--- config.mk ---
export PLATFORM = sky130hd
export DESIGN_NAME = multichannel_positional_pid
export DESIGN_NICKNAME = d
export VERILOG_FILES = /design/src/hdl/mpid_pkg.sv /design/src/hdl/multichannel_positional_pid.sv /design/src/hdl/mpid_front.sv /design/src/hdl/mpid_queue.sv /design/src/hdl/mpid_back.sv
export SDC_FILE = /design/constraint.sdc
export NUM_CORES = 2
export LEC_CHECK = 0
export BUFFER_PORTS_ARGS = -buffer_cell sky130_fd_sc_hd__buf_2
export CAP_MARGIN = 25
export CORE_MARGIN = 3
export CORE_UTILIZATION = 36
export DETAILED_ROUTE_END_ITERATION = 10
export GPL_ROUTABILITY_DRIVEN = 0
export SETUP_SLACK_MARGIN = 0.05
export SLEW_MARGIN = 15
export SYNTH_ARGS = -nofsm -noshare
export SYNTH_HDL_FRONTEND = slang
export SYNTH_HIERARCHICAL = 1
export SYNTH_SLANG_ARGS = --single-unit
--- constraint.sdc ---
create_clock -name clk_i -period 16 [get_ports clk_i]
set_clock_uncertainty 0.1 [all_clocks]
set_input_delay 2.4 -clock clk_i [delete_from_list [all_inputs] [get_ports clk_i]]
set_output_delay 2.4 -clock clk_i [all_outputs]
set_load 0.005 [all_outputs]
--- src/hdl/mpid_pkg.sv ---
// Shared types, constants and gain table for the multichannel positional PID block.
package mpid_pkg;

  // Channel configuration
  localparam int CHANNELS       = 5;
  localparam int CH_IW          = (CHANNELS > 1) ? $clog2(CHANNELS) : 1;
  localparam int PWM_CHANNELS   = 3;   // channels below this use the /100 PWM path
  localparam int CH_ANGLE       = 3;   // error folded into +-180.00 degrees
  localparam int CH_SEED        = 4;   // init request seeds the last measurement

  // Gain format
  localparam int GAIN_FRAC_BITS = 16;
  localparam int GW             = GAIN_FRAC_BITS + 10;

  // Angle folding, hundredths of a degree
  localparam int ANGLE_HALF     = 18000;
  localparam int ANGLE_FULL     = 36000;

  // Datapath widths
  localparam int ERR_W  = 17;
  localparam int INT_W  = 32;
  localparam int PKP_W  = ERR_W + GW + 1;
  localparam int PKI_W  = INT_W + GW + 1;
  localparam int PKD_W  = ERR_W + GW + 1;
  localparam int ACC_W  = PKI_W + 2;
  localparam int T_W    = ACC_W - GAIN_FRAC_BITS;

  // Output scaling: drive magnitude never needs more than 15 bits
  localparam int Q_W        = 15;
  localparam int QMAX       = 2 ** Q_W;
  localparam int PWM_DIV    = 100;
  localparam int PWM_T_MAX  = PWM_DIV * QMAX;
  localparam int TL_W       = $clog2(PWM_T_MAX);
  localparam int DIV_K      = 29;
  localparam int DIV_M      = (2 ** DIV_K + PWM_DIV - 1) / PWM_DIV;
  localparam int DM_W       = $clog2(DIV_M + 1);
  localparam int DP_W       = TL_W + DM_W;

  // Queues
  localparam int QD         = 2;
  localparam int QPW        = $clog2(QD);
  localparam int QCW        = $clog2(QD + 1);
  localparam int OQD        = 2;
  localparam int OQPW       = $clog2(OQD);
  localparam int OQCW       = $clog2(OQD + 1);
  localparam int BACK_STAGES = 4;
  localparam int CAPACITY   = QD + BACK_STAGES + OQD;

  // Configuration register reset values
  localparam logic [15:0] BAND_RST = 16'd1500;
  localparam logic [14:0] PWM_RST  = 15'd50;
  localparam logic [14:0] RATE_RST = 15'd15000;

  typedef enum logic [1:0] {
    CFG_BAND = 2'd0,
    CFG_PWM  = 2'd1,
    CFG_RATE = 2'd2
  } cfg_idx_e;

  typedef enum logic {
    FUNC_COMPUTE = 1'b0,
    FUNC_INIT    = 1'b1
  } func_e;

  // Gains, rounded to nearest
  localparam logic [GW-1:0] KP_01 = GW'(64'd15 << GAIN_FRAC_BITS);
  localparam logic [GW-1:0] KI_01 = GW'(((64'd1 << GAIN_FRAC_BITS) + 64'd5) / 64'd10);
  localparam logic [GW-1:0] KD_01 = GW'(64'd100 << GAIN_FRAC_BITS);
  localparam logic [GW-1:0] KP_2  = GW'(((64'd5 << GAIN_FRAC_BITS) + 64'd2) / 64'd4);
  localparam logic [GW-1:0] KD_2  = GW'(((64'd25 << GAIN_FRAC_BITS) + 64'd1) / 64'd2);
  localparam logic [GW-1:0] KP_3  = GW'(((64'd3 << GAIN_FRAC_BITS) + 64'd1) / 64'd2);
  localparam logic [GW-1:0] KD_3  = GW'(64'd18 << GAIN_FRAC_BITS);
  localparam logic [GW-1:0] KP_4  = GW'(64'd10 << GAIN_FRAC_BITS);
  localparam logic [GW-1:0] KD_4  = GW'(64'd400 << GAIN_FRAC_BITS);

  typedef struct packed {
    logic [GW-1:0] kp;
    logic [GW-1:0] ki;
    logic [GW-1:0] kd;
  } gain_t;

  // Request handed from front to back
  typedef struct packed {
    logic                    zero;   // init request or bad channel
    logic                    pwm;    // /100 path with PWM limit
    logic [2:0]              ch;
    logic signed [ERR_W-1:0] err;
    logic signed [INT_W-1:0] ival;   // integral, zero when out of band
    logic signed [ERR_W-1:0] dm;     // last minus current measurement
  } mid_item_t;

  function automatic gain_t gains_of(input logic [2:0] ch);
    gain_t g;
    g = '0;
    unique case (ch)
      3'd0, 3'd1: g = '{kp: KP_01, ki: KI_01, kd: KD_01};
      3'd2:       g = '{kp: KP_2,  ki: '0,    kd: KD_2};
      3'd3:       g = '{kp: KP_3,  ki: '0,    kd: KD_3};
      3'd4:       g = '{kp: KP_4,  ki: '0,    kd: KD_4};
      default:    g = '0;
    endcase
    return g;
  endfunction

endpackage

--- src/hdl/multichannel_positional_pid.sv ---
// Path: an accepted request is written to the request queue, passes the four-stage
//   multiply/scale pipeline and then the result queue, from which it is popped.
// Throughput: one request per cycle unless a full result queue stalls the pipeline;
//   the two-entry request and result queues keep both sides moving independently.
// Reset (rst_ni low, asynchronous): integrals and last measurements clear to zero,
//   registers return to band 1500, PWM limit 50, rate limit 15000, both queues empty.
module multichannel_positional_pid (
  input  logic               clk_i,
  input  logic               rst_ni,
  // request side
  input  logic               push,
  output logic               full,
  input  logic               func_i,
  input  logic [2:0]         channel_i,
  input  logic signed [15:0] target_i,
  input  logic signed [15:0] measured_i,
  // result side
  output logic               empty,
  input  logic               pop,
  output logic signed [15:0] drive_o,
  // configuration
  input  logic               cfg_we_i,
  input  logic [1:0]         cfg_idx_i,
  input  logic [15:0]        cfg_data_i
);
  import mpid_pkg::*;

  // Configuration registers: user keeps static while requests in flight; unenforced.
  logic [15:0] band_q;
  logic [14:0] pwm_limit_q, rate_limit_q;

  always_ff @(posedge clk_i or negedge rst_ni) begin
    if (!rst_ni) begin
      band_q       <= BAND_RST;
      pwm_limit_q  <= PWM_RST;
      rate_limit_q <= RATE_RST;
    end else if (cfg_we_i) begin
      unique case (cfg_idx_i)
        CFG_BAND: band_q       <= cfg_data_i;
        CFG_PWM:  pwm_limit_q  <= cfg_data_i[14:0];
        CFG_RATE: rate_limit_q <= cfg_data_i[14:0];
        default:  ;
      endcase
    end
  end

  // Front: the request is accepted whenever the middle queue has room.
  // State (integral, last measurement) is updated in the accept cycle, so a
  // following request on the same channel sees it without forwarding.
  logic      accept;
  mid_item_t front_item, back_item;
  logic      q_empty, q_take;

  assign accept = push && !full;

  mpid_front u_front (
    .clk_i      (clk_i),
    .rst_ni     (rst_ni),
    .accept_i   (accept),
    .func_i     (func_i),
    .channel_i  (channel_i),
    .target_i   (target_i),
    .measured_i (measured_i),
    .band_i     (band_q),
    .item_o     (front_item)
  );

  mpid_queue u_queue (
    .clk_i   (clk_i),
    .rst_ni  (rst_ni),
    .push_i  (accept),
    .item_i  (front_item),
    .full_o  (full),
    .pop_i   (q_take),
    .item_o  (back_item),
    .empty_o (q_empty)
  );

  // Back: gain products, sum, divide (shift, plus reciprocal multiply for
  // the /100 channels), clamp; stalls only when its result queue is full.
  mpid_back u_back (
    .clk_i        (clk_i),
    .rst_ni       (rst_ni),
    .valid_i      (!q_empty),
    .item_i       (back_item),
    .take_o       (q_take),
    .pwm_limit_i  (pwm_limit_q),
    .rate_limit_i (rate_limit_q),
    .pop_i        (pop),
    .empty_o      (empty),
    .drive_o      (drive_o)
  );

endmodule

--- src/hdl/mpid_front.sv ---
// Front end: per-channel state update and request classification.
module mpid_front (
  input  logic                clk_i,
  input  logic                rst_ni,
  input  logic                accept_i,
  input  logic                func_i,
  input  logic [2:0]          channel_i,
  input  logic signed [15:0]  target_i,
  input  logic signed [15:0]  measured_i,
  input  logic [15:0]         band_i,
  output mpid_pkg::mid_item_t item_o
);
  import mpid_pkg::*;

  logic signed [INT_W-1:0] integral_q [CHANNELS];
  logic signed [15:0]      prev_q     [CHANNELS];

  logic [CH_IW-1:0]        idx;
  logic                    bad, init;
  logic signed [INT_W-1:0] int_rd;
  logic signed [15:0]      prev_rd;
  logic signed [17:0]      diff, err18, bandp;
  logic                    in_band;
  logic signed [INT_W:0]   s_wide;
  logic signed [INT_W-1:0] s_sat;

  assign idx     = channel_i[CH_IW-1:0];
  assign bad     = ({1'b0, channel_i} >= 4'(CHANNELS));
  assign init    = (func_i == FUNC_INIT);
  assign int_rd  = bad ? '0 : integral_q[idx];
  assign prev_rd = bad ? '0 : prev_q[idx];

  always_comb begin
    diff = 18'(target_i) - 18'(measured_i);
    err18 = diff;
    if (channel_i == 3'(CH_ANGLE)) begin
      if (diff > 18'(ANGLE_HALF)) begin
        err18 = diff - 18'(ANGLE_FULL);
      end else if (diff < -18'(ANGLE_HALF)) begin
        err18 = diff + 18'(ANGLE_FULL);
      end
    end
  end

  assign bandp   = $signed({2'b00, band_i});
  assign in_band = (err18 <= bandp) && (err18 >= -bandp);

  assign s_wide = (INT_W + 1)'(int_rd) + (INT_W + 1)'(err18);
  always_comb begin
    if (s_wide[INT_W] != s_wide[INT_W-1]) begin
      s_sat = s_wide[INT_W] ? {1'b1, {(INT_W-1){1'b0}}} : {1'b0, {(INT_W-1){1'b1}}};
    end else begin
      s_sat = s_wide[INT_W-1:0];
    end
  end

  always_comb begin
    item_o.zero = bad || init;
    item_o.pwm  = (channel_i < 3'(PWM_CHANNELS));
    item_o.ch   = channel_i;
    item_o.err  = err18[ERR_W-1:0];
    item_o.ival = in_band ? s_sat : '0;
    item_o.dm   = ERR_W'(prev_rd) - ERR_W'(measured_i);
  end

  always_ff @(posedge clk_i or negedge rst_ni) begin
    if (!rst_ni) begin
      for (int i = 0; i < CHANNELS; i++) begin
        integral_q[i] <= '0;
        prev_q[i]     <= '0;
      end
    end else if (accept_i && !bad) begin
      if (init) begin
        integral_q[idx] <= '0;
        prev_q[idx]     <= (channel_i == 3'(CH_SEED)) ? measured_i : '0;
      end else begin
        if (in_band) begin
          integral_q[idx] <= s_sat;
        end
        prev_q[idx] <= measured_i;
      end
    end
  end

endmodule

--- src/hdl/mpid_queue.sv ---
// Short request queue between front and back.
module mpid_queue (
  input  logic                clk_i,
  input  logic                rst_ni,
  input  logic                push_i,
  input  mpid_pkg::mid_item_t item_i,
  output logic                full_o,
  input  logic                pop_i,
  output mpid_pkg::mid_item_t item_o,
  output logic                empty_o
);
  import mpid_pkg::*;

  mid_item_t      mem_q [QD];
  logic [QPW-1:0] wptr_q, rptr_q;
  logic [QCW-1:0] cnt_q;
  logic           do_push, do_pop;

  assign full_o  = (cnt_q == QCW'(QD));
  assign empty_o = (cnt_q == '0);
  assign do_push = push_i && !full_o;
  assign do_pop  = pop_i && !empty_o;
  assign item_o  = mem_q[rptr_q];

  always_ff @(posedge clk_i) begin
    if (do_push) begin
      mem_q[wptr_q] <= item_i;
    end
  end

  always_ff @(posedge clk_i or negedge rst_ni) begin
    if (!rst_ni) begin
      wptr_q <= '0;
      rptr_q <= '0;
      cnt_q  <= '0;
    end else begin
      if (do_push) begin
        wptr_q <= (wptr_q == QPW'(QD - 1)) ? '0 : wptr_q + 1'b1;
      end
      if (do_pop) begin
        rptr_q <= (rptr_q == QPW'(QD - 1)) ? '0 : rptr_q + 1'b1;
      end
      cnt_q <= cnt_q + QCW'(do_push) - QCW'(do_pop);
    end
  end

endmodule

--- src/hdl/mpid_back.sv ---
// Back end: gain multiply, sum, scale, clamp pipeline and result queue.
module mpid_back (
  input  logic                clk_i,
  input  logic                rst_ni,
  input  logic                valid_i,
  input  mpid_pkg::mid_item_t item_i,
  output logic                take_o,
  input  logic [14:0]         pwm_limit_i,
  input  logic [14:0]         rate_limit_i,
  input  logic                pop_i,
  output logic                empty_o,
  output logic signed [15:0]  drive_o
);
  import mpid_pkg::*;

  logic en;
  gain_t g;

  // stage 1: products
  logic                    v1_q, z1_q, p1_q;
  logic signed [PKP_W-1:0] pkp_q;
  logic signed [PKI_W-1:0] pki_q;
  logic signed [PKD_W-1:0] pkd_q;
  // stage 2: sum
  logic                    v2_q, z2_q, p2_q;
  logic signed [ACC_W-1:0] acc_q;
  // stage 3: magnitude, scale, coarse saturation
  logic                    v3_q, z3_q, p3_q, n3_q, s3_q;
  logic [TL_W-1:0]         tl_q;
  // stage 4: quotient
  logic                    v4_q, z4_q, p4_q, n4_q, s4_q;
  logic [Q_W-1:0]          q_q;

  logic [ACC_W-1:0]        mag;
  logic [T_W-1:0]          t;
  logic                    sat3;
  logic [DP_W-1:0]         dprod;
  logic [Q_W-1:0]          q4;
  logic [14:0]             lim, qm;
  logic signed [15:0]      drive_d;

  // result queue
  logic signed [15:0] omem_q [OQD];
  logic [OQPW-1:0]    owp_q, orp_q;
  logic [OQCW-1:0]    ocnt_q;
  logic               ofull, opush, opop;

  assign ofull  = (ocnt_q == OQCW'(OQD));
  assign en     = !(v4_q && ofull);
  assign take_o = en && valid_i;
  assign g      = gains_of(item_i.ch);

  assign mag  = acc_q[ACC_W-1] ? ACC_W'(-acc_q) : ACC_W'(acc_q);
  assign t    = mag[ACC_W-1:GAIN_FRAC_BITS];
  assign sat3 = p2_q ? (t >= T_W'(PWM_T_MAX)) : (t >= T_W'(QMAX));

  assign dprod = DP_W'(tl_q) * DP_W'(DIV_M);
  assign q4    = p3_q ? dprod[DIV_K+Q_W-1:DIV_K] : tl_q[Q_W-1:0];

  always_comb begin
    lim = p4_q ? pwm_limit_i : rate_limit_i;
    qm  = (s4_q || (q_q > lim)) ? lim : q_q;
    if (z4_q) begin
      drive_d = '0;
    end else if (n4_q) begin
      drive_d = -$signed({1'b0, qm});
    end else begin
      drive_d = $signed({1'b0, qm});
    end
  end

  always_ff @(posedge clk_i) begin
    if (en) begin
      z1_q  <= item_i.zero;
      p1_q  <= item_i.pwm;
      pkp_q <= item_i.err * $signed({1'b0, g.kp});
      pki_q <= item_i.ival * $signed({1'b0, g.ki});
      pkd_q <= item_i.dm * $signed({1'b0, g.kd});
      z2_q  <= z1_q;
      p2_q  <= p1_q;
      acc_q <= ACC_W'(pkp_q) + ACC_W'(pki_q) + ACC_W'(pkd_q);
      z3_q  <= z2_q;
      p3_q  <= p2_q;
      n3_q  <= acc_q[ACC_W-1];
      s3_q  <= sat3;
      tl_q  <= t[TL_W-1:0];
      z4_q  <= z3_q;
      p4_q  <= p3_q;
      n4_q  <= n3_q;
      s4_q  <= s3_q;
      q_q   <= q4;
    end
  end

  always_ff @(posedge clk_i or negedge rst_ni) begin
    if (!rst_ni) begin
      v1_q <= 1'b0;
      v2_q <= 1'b0;
      v3_q <= 1'b0;
      v4_q <= 1'b0;
    end else if (en) begin
      v1_q <= valid_i;
      v2_q <= v1_q;
      v3_q <= v2_q;
      v4_q <= v3_q;
    end
  end

  assign opush   = v4_q && !ofull;
  assign opop    = pop_i && !empty_o;
  assign empty_o = (ocnt_q == '0);
  assign drive_o = omem_q[orp_q];

  always_ff @(posedge clk_i) begin
    if (opush) begin
      omem_q[owp_q] <= drive_d;
    end
  end

  always_ff @(posedge clk_i or negedge rst_ni) begin
    if (!rst_ni) begin
      owp_q  <= '0;
      orp_q  <= '0;
      ocnt_q <= '0;
    end else begin
      if (opush) begin
        owp_q <= (owp_q == OQPW'(OQD - 1)) ? '0 : owp_q + 1'b1;
      end
      if (opop) begin
        orp_q <= (orp_q == OQPW'(OQD - 1)) ? '0 : orp_q + 1'b1;
      end
      ocnt_q <= ocnt_q + OQCW'(opush) - OQCW'(opop);
    end
  end

endmodule

==> flow_summary.json <==
{
  "status": "completed",
  "worstPathArrival_ps": 10990,
  "holdWs_ps": 313.8,
  "clock_latency_ps": 680,
  "top_layer": "met5",
  "seq_area_frac_synth": 0.2943,
  "die_area_mm2": 0.1874,
  "synth_area_mm2": 0.06562,
  "synth-xor-area-share": 0.03398,
  "cts_sinks": 692,
  "tns_ps": 0,
  "setup_viol": 0,
  "core_area_mm2": 0.1809,
  "pin_count": 77,
  "max-cap-violations": 0,
  "numCtsBuffers": 80,
  "crit_path_max_fanout": 16,
  "wl_met3_um": 7151,
  "die_x_um": 433.0,
  "netlist.area_leader.share": 0.1803,
  "finalCriticalPeriod_ps": 10670,
  "grt_pass1_wl_um": 264100,
  "synth_warnings": 6,
  "synth_simple_gate_area_frac": 0.09857,
  "dr.pass1.iters": 6,
  "holdBufCountCts": 0,
  "dp_hpwl_um": 128600,
  "antenna_left": 0,
  "yosysTopAreaCell": "edfxtp_1",
  "nNetsFinal": 7771,
  "yosysMostFrequentCell": "inv_1",
  "synth_compound_area_frac": 0.1154,
  "route.detailed.drc": 0,
  "worstHoldStart": "u_back/p1_q",
  "period_share": 0.6666,
  "chipHeight_um": 433.0,
  "synthTopCellsByCount": "inv_1, ha_1, fa_1",
  "ys_types": 116,
  "met1Wirelength_um": 75970,
  "ys_seq_elements": 692,
  "grt_use_total": 0.1785,
  "dr_wl_met2_um": 77720,
  "ctsLongestPathBuffers": 3,
  "drive_gt1_frac": 0.08104,
  "synth-async-reset-ratio": 0.4306,
  "via_per_inst": 5.194,
  "timing.max_slew.rel_slack": 0.2481,
  "cts_root_buf": "clkbuf_16",
  "drt_iter0_markers": 3213,
  "synth_top_family_by_area": "adder cells",
  "max_freq_mhz": 93.75,
  "synth_area_leaders": "edfxtp_1, fa_1, ha_1",
  "wl_per_cell_um": 19.07,
  "grt_max_degree": 145,
  "tightest_slew_ps": 1116,
  "cp-start-kind": "input port",
  "cpPeakStageDelay_ps": 780,
  "avgSynthCellArea_um2": 10.45,
  "synthMuxAreaShare": 0.04757,
  "hold_viol": 0,
  "core.rowCount": 156,
  "initial_core_util": 0.3627,
  "synthCells": 6279,
  "cts_tree": "done",
  "cts.repair.resized": 0,
  "nFillCells": 17403,
  "rsz0062_at_grt": "no",
  "cts_setup_buffers": 0,
  "hp-class": "reg -> reg",
  "drv_slew": 0,
  "cp_common_cell": "o21ai_0",
  "synth_edf_count": 394,
  "area_growth_pct": 8.498,
  "startpoint": "measured_i[3]",
  "end_kind": "flip-flop",
  "clk_pin_slew_ps": 60,
  "cts.htree.levels": 3,
  "synth_fp_nets": 7757,
  "grt_pass1_vias": 46609,
  "port_buffers": 76,
  "critPathKind": "in -> reg",
  "synth_flop_cell": "edfxtp_1",
  "synth_fa_ha_area_frac": 0.3358,
  "routed_wl_um": 166500,
  "antenna_found_initial": 3,
  "r2r-start": "u_queue/rptr_q",
  "via_count": 45336,
  "slowest_stage": "nand2b_1",
  "grt_overflow_total": 0,
  "crit_required_ps": 16330
}
-- layout make-up --
type,instances,area (um^2),share of cell area
multi-input combinational,4365,41500,0.5829
clock buffer,106,2327,0.03269
sequential,692,19310,0.2713
clock inverter,38,395.4,0.005553
inverter,1030,3866,0.05430
timing repair buffer,124,822.0,0.01155
antenna,3,7.507,0.0001054
tap,2370,2965,0.04165
-- placed cells by master (no fill, tap or decap), drive strengths merged, types with 38 or more instances in the layout --
master / netlist / final
o21a: 39 / 39
nand3: 71 / 71
mux2: 156 / 156
nand2b: 81 / 81
inv: 1030 / 1040
fa: 562 / 562
and2: 114 / 114
dfrtp: 281 / 281
buf: 74 / 124
nor3: 74 / 74
edfxtp: 394 / 394
xnor2: 176 / 176
o22ai: 50 / 50
ha: 857 / 857
o31ai: 46 / 46
and3: 38 / 38
clkbuf: 118 / 106
nand2: 370 / 370
a22o: 58 / 58
xor2: 76 / 76
nor2: 305 / 305
nor2b: 48 / 48
a21o: 141 / 141
mux2i: 106 / 106
a21oi: 259 / 259
o21ai: 270 / 270
-- final timing paths --
path,endpoint,slack (ps),depth (start not counted)
max,u_queue/mem_q[0][20],5330,30
min,u_back/p2_q,310,0
max reg2reg,u_back/pki_q[45],6950,24
min reg2reg,u_back/p2_q,310,0
max in group asynchronous,u_queue/rptr_q,12660,2
min in group asynchronous,u_front/integral_q[25],1590,1
-- through the flow --
stage               std cells  setup WS (ps)    util  area [um^2]
floorplan                6279           6495       -        65620
finish                   8728           5334  0.3935        71200
CTS                      8722           5545  0.3932        71140
global route             8726           4731  0.3935        71190
global placement         8577           4960  0.3780        68400
detailed placement       8578           4859  0.3781        68420
-- worst max-delay path, delay by kind of cell --
kind                       cells  cell delay (ps)
xor gates and xnor gates       2             1150
AOI/OAI and AO/OA             15             3920
adders and majority gates      3             1100
buffers and inverters          4              670
and+or+nand+nor                6             1720
-- cell families after synthesis --
kind of cell | after synthesis
fa+ha+maj | 1425
simple gates | 1289
buf+inv | 1222
compound gates | 1134
flops | 692
mux | 264
xor+xnor | 252
other cells | 1
-- state kept, by name (all words and copies together) (netlist names), 2 cells and up --
register	cells
u_front/integral_q	160
u_queue/mem_q	142
u_front/prev_q	80
u_back/acc_q	60
u_back/pki_q	58
u_back/omem_q	32
u_back/pkd_q	29
u_back/pkp_q	24
u_back/tl_q	22
band_q	16
pwm_limit_q	15
rate_limit_q	15
u_back/q_q	15
u_back/ocnt_q	2
u_queue/cnt_q	2
-- routing by layer --
layer  up-vias  GRT usage
li1      21489          -
met4         2    0.05718
met2      1046     0.2947
met1     22527     0.2441
met3       272    0.02087
met5         -          0
Power is left out: the tool's default activity adds up to more than one toggle a clock period on the data nets, which glitch-free logic cannot reach.
